==> config.mk <==
export PLATFORM = sky130hd
export DESIGN_NAME = fsa_cmp
export DESIGN_NICKNAME = d
export VERILOG_FILES = /design/src/sv/fsa_pkg.sv /design/src/sv/fsa_cmp.sv
export SDC_FILE = /design/constraint.sdc
export NUM_CORES = 1
export LEC_CHECK = 0
export BUFFER_PORTS_ARGS = -buffer_cell sky130_fd_sc_hd__buf_2
export CAP_MARGIN = 10
export CORE_AREA = 2 2 81 83
export DETAILED_ROUTE_END_ITERATION = 6
export DIE_AREA = 0 0 83 85
export GPL_ROUTABILITY_DRIVEN = 0
export GPL_TIMING_DRIVEN = 0
export PLACE_DENSITY = 0.9
export SETUP_SLACK_MARGIN = 0.02
export SLEW_MARGIN = 5
export SYNTH_ARGS = -nofsm -noshare
export SYNTH_HDL_FRONTEND = slang
export SYNTH_SLANG_ARGS = --single-unit
==> constraint.sdc <==
create_clock -name vclk -period 1.8
set_clock_uncertainty 0.1 [all_clocks]
set_input_delay 0.09 -clock vclk [all_inputs]
set_output_delay 0.09 -clock vclk [all_outputs]
set_load 0.005 [all_outputs]
==> src/sv/fsa_pkg.sv <==
package fsa_pkg;

    // Pool geometry
    localparam int POOL_DEPTH = 512;
    localparam int IDX_W      = $clog2(POOL_DEPTH);
    localparam int CNT_W      = IDX_W + 1;

    // Fixed field widths
    localparam int SLOT_W     = 10;
    localparam int FENCE_W    = 64;
    localparam int CFG_W      = 64;
    localparam int CFG_ADDR_W = 2;
    localparam int S_TDATA_W  = 144;
    localparam int S_TUSER_W  = 2;
    localparam int M_TDATA_W  = 32;

    localparam logic [FENCE_W-1:0] NO_FENCE_RESET = 64'h0000_0000_FFFF_FFFF;

    // Register indexes
    localparam logic [CFG_ADDR_W-1:0] REG_POOL_SIZE = 2'd0;
    localparam logic [CFG_ADDR_W-1:0] REG_NO_FENCE  = 2'd1;

    typedef enum logic [1:0] {
        OP_ALLOC   = 2'd0,
        OP_DISCARD = 2'd1,
        OP_RECLAIM = 2'd2,
        OP_NONE    = 2'd3
    } opcode_t;

    typedef enum logic [1:0] {
        DS_ACCEPTED = 2'd0,
        DS_RANGE    = 2'd1,
        DS_FREE     = 2'd2,
        DS_PENDING  = 2'd3
    } dstat_t;

    // Write/read requests to the slot stores
    typedef struct packed {
        logic               fs_we;
        logic [IDX_W-1:0]   fs_waddr;
        logic [IDX_W-1:0]   fs_wdata;
        logic [IDX_W-1:0]   fs_raddr;
        logic               ps_we;
        logic [IDX_W-1:0]   ps_waddr;
        logic [IDX_W-1:0]   ps_wslot;
        logic [FENCE_W-1:0] ps_wfence;
        logic [IDX_W-1:0]   ps_raddr;
    } mem_req_t;

    // Compare unit results
    typedef struct packed {
        logic slot_eq;
        logic fence_ready;
    } cmp_res_t;

endpackage

==> src/sv/fsa_cmp.sv <==
module fsa_cmp (
    input  logic [fsa_pkg::IDX_W-1:0]   slot_a,
    input  logic [fsa_pkg::IDX_W-1:0]   slot_b,
    input  logic [fsa_pkg::FENCE_W-1:0] fence,
    input  logic [fsa_pkg::FENCE_W-1:0] done_fence,
    input  logic [fsa_pkg::FENCE_W-1:0] marker,
    output fsa_pkg::cmp_res_t           res
);
    import fsa_pkg::*;

    // Slot match for the discard scans; fence check for reclaim
    always_comb begin
        res.slot_eq     = (slot_a == slot_b);
        res.fence_ready = (fence == marker) || (done_fence >= fence);
    end

endmodule

==> results.yml <==
logic_synthesis:
  ys_warn_count: 0
  synth_simple_gate_area_frac: 0.156
  yosysTopAreaCell: "ha_1"
  synth_top_area_share: 0.333
  seq_area_frac_synth: 0
  synth_adder_area_share: 0.333
  syn_avg_cell_area_um2: 7.50
  muxShareOfSynthArea: 0
  synth.net_count: 595
  ys_types: 27
  synthXorXnorAreaFrac: 0.266
  synth_compound_area_frac: 0.146
  synth_area_leaders: "ha_1, xor2_1, inv_1"
  syn_area_um2: 2410
  syn_inst: 321
  synth_top_family_by_area: "adder cells"
status:
  status: "finished with violations"
  violations: "negative setup slack"
sta:
  max_freq_mhz: 531
  tightest_slew_ns: 0.435
  period_needed_ns: 1.88
  drv_slew: 0
  setup_viol: 1
  max_slew_margin: 0.707
  min_period_over_period: 1.05
  hold_viol: 0
  rsz0062_at_grt: "true"
  setup_ws_ns: -0.0847
finish:
  utilization: 0.611
  seq_cell_count: 0
  drive_gt1_frac: 0.446
  final_nets: 810
  area_growth_pct: 57.4
  clock_buffers: 0
  layout_commonest_cell: "buf_2"
  nFillCells: 549
  layout_common_cells: "buf_2, xor2_1, inv_1, ha_1, nor4_1"
  multiInputGateArea_um2: 2310
  diodes: 0
  final-seq-area_um2: 0
worst_setup_path:
  worst_ep_required_time_ns: 1.61
  arrival_ns: 1.69
  cp_top_family: "compound AO/OA/AOI/OAI gates"
  cp-start-kind: "input port"
  slowest_delay_ns: 0.31
  cp_slowest_cell: "a221o_1"
  critPathBufInv: 3
  cp-end-kind: "output port"
  worst-setup-path-type: "input port to output port"
  crit_fanout: 2
  worstPathCellList: "buf_8, inv_4, ha_4, a21o_1, a221o_1, a221oi_2, o211ai_1, a21oi_2, o21ai_1, buf_2"
floorplanning:
  die_area_um2: 7060
  pin_count: 212
  die_w_um: 83
  initial_core_util: 0.388
  fp-row-count: 29
  dieHeight_um: 85
  coreArea_um2: 6200
detailed_routing:
  drc: 0
  wirelength_um: 9580
  drtIter0Drc: 94
  vias: 3126
  avgViaCountPerCell: 5.12
  drtAntennaViolNets: 0
  wl_per_cell_um: 15.7
  first_pass_iters: 4
power:
  ir_worst_vdd_mv: 0.133
  totalPowerFinal_uw: 859
  p_per_area_nw_per_um2: 227
  leakage_nw: 2.22
global_routing:
  antenna_found_initial: 0
  grt_overflow_total: 0
  grt_pass1_vias: 3450
  grt_max_degree: 4
  grt_pass1_wl_um: 14700
  grt_usage: 0.253
placement:
  dp_hpwl_um: 8670
  buffer_ports.inserted: 212
run:
  cap_violations: 0
hold_path:
  holdCritPathClass: "input port to output port"
-- cell usage after synthesis --
library cell,instances
a211oi_1,4
nor3_1,3
a221oi_2,1
nand2b_1,2
inv_1,64
a221oi_4,1
o21ai_0,10
o31ai_1,1
nand3_1,5
ha_1,64
a21o_1,7
nand2_1,16
nor2_1,6
a21oi_1,18
xor2_1,66
xnor2_1,7
o211ai_1,3
a221oi_1,2
and4_1,6
o21ai_1,1
a2111oi_0,1
a21oi_2,1
and2_0,1
o21a_1,1
nand4_1,11
nor4_1,18
a221o_1,1
-- area by class of cell --
cell class,count,area share
Multi-Input combinational cell,257,0.610
Inverter,64,0.0661
Timing Repair Buffer,213,0.298
Tap cell,77,0.0254
-- report_power, final --
| part | switching [mW] | internal, mW |
|---|---|---|
| Clock | 0 | 0 |
| Sequential | 0 | 0 |
| Combinational | 0.421 | 0.439 |
| Total | 0.421 | 0.439 |
-- through the flow --
step	worst slack [ns]	setup TNS (ns)	instances	cell area, um^2	hold WS, ns
after floorplan	0.173	0	321	2410	0.220
after global placement	-0.190	-0.190	610	3560	0.433
after detailed placement	-0.220	-0.220	610	3560	0.439
after CTS	-0.0625	-0.0625	611	3710	0.439
after global routing	-0.208	-0.208	611	3790	0.476
final	-0.0847	-0.0847	611	3790	0.431
-- worst min-delay path, stage by stage --
cell and delay [ns]:
buf_2 0.08, xnor2_1 0.05, nand4_1 0.06, nor4_1 0.04, buf_2 0.12
-- cells by family after synthesis --
family,Yosys count
xor gates and xnor gates,73
adders and majority gates,64
buffers and inverters,64
AOI/OAI and AO/OA,52
and+or+nand+nor,68
-- repair_timing --
| action | 4_1_cts | 5_1_grt |
|---|---|---|
| resized for setup | 28 | 14 |
| buffers inserted | 1 | 0 |
| setup endpoints to repair | 1 | 1 |
| gates cloned | 0 | 0 |
| hold buffers | 0 | 0 |
| pin swaps | 12 | 6 |
-- per-layer routing --
metal  wire [um]  vias up  global-route usage  part of all wire
met4         409        0               0.101             0.043
met5           0        -                   0                 0
met2        5080      168               0.513              0.53
met3         634       34              0.0321             0.066
li1            -     1548                   -                 -
met1        3450     1376               0.259              0.36
-- final timing paths --
check,from,endpoint,cells past startpoint
setup / recovery,fence[25],res[0],10
hold / removal,slot_a[4],res[1],5
Note: power is estimated with default switching activity, not from simulation.
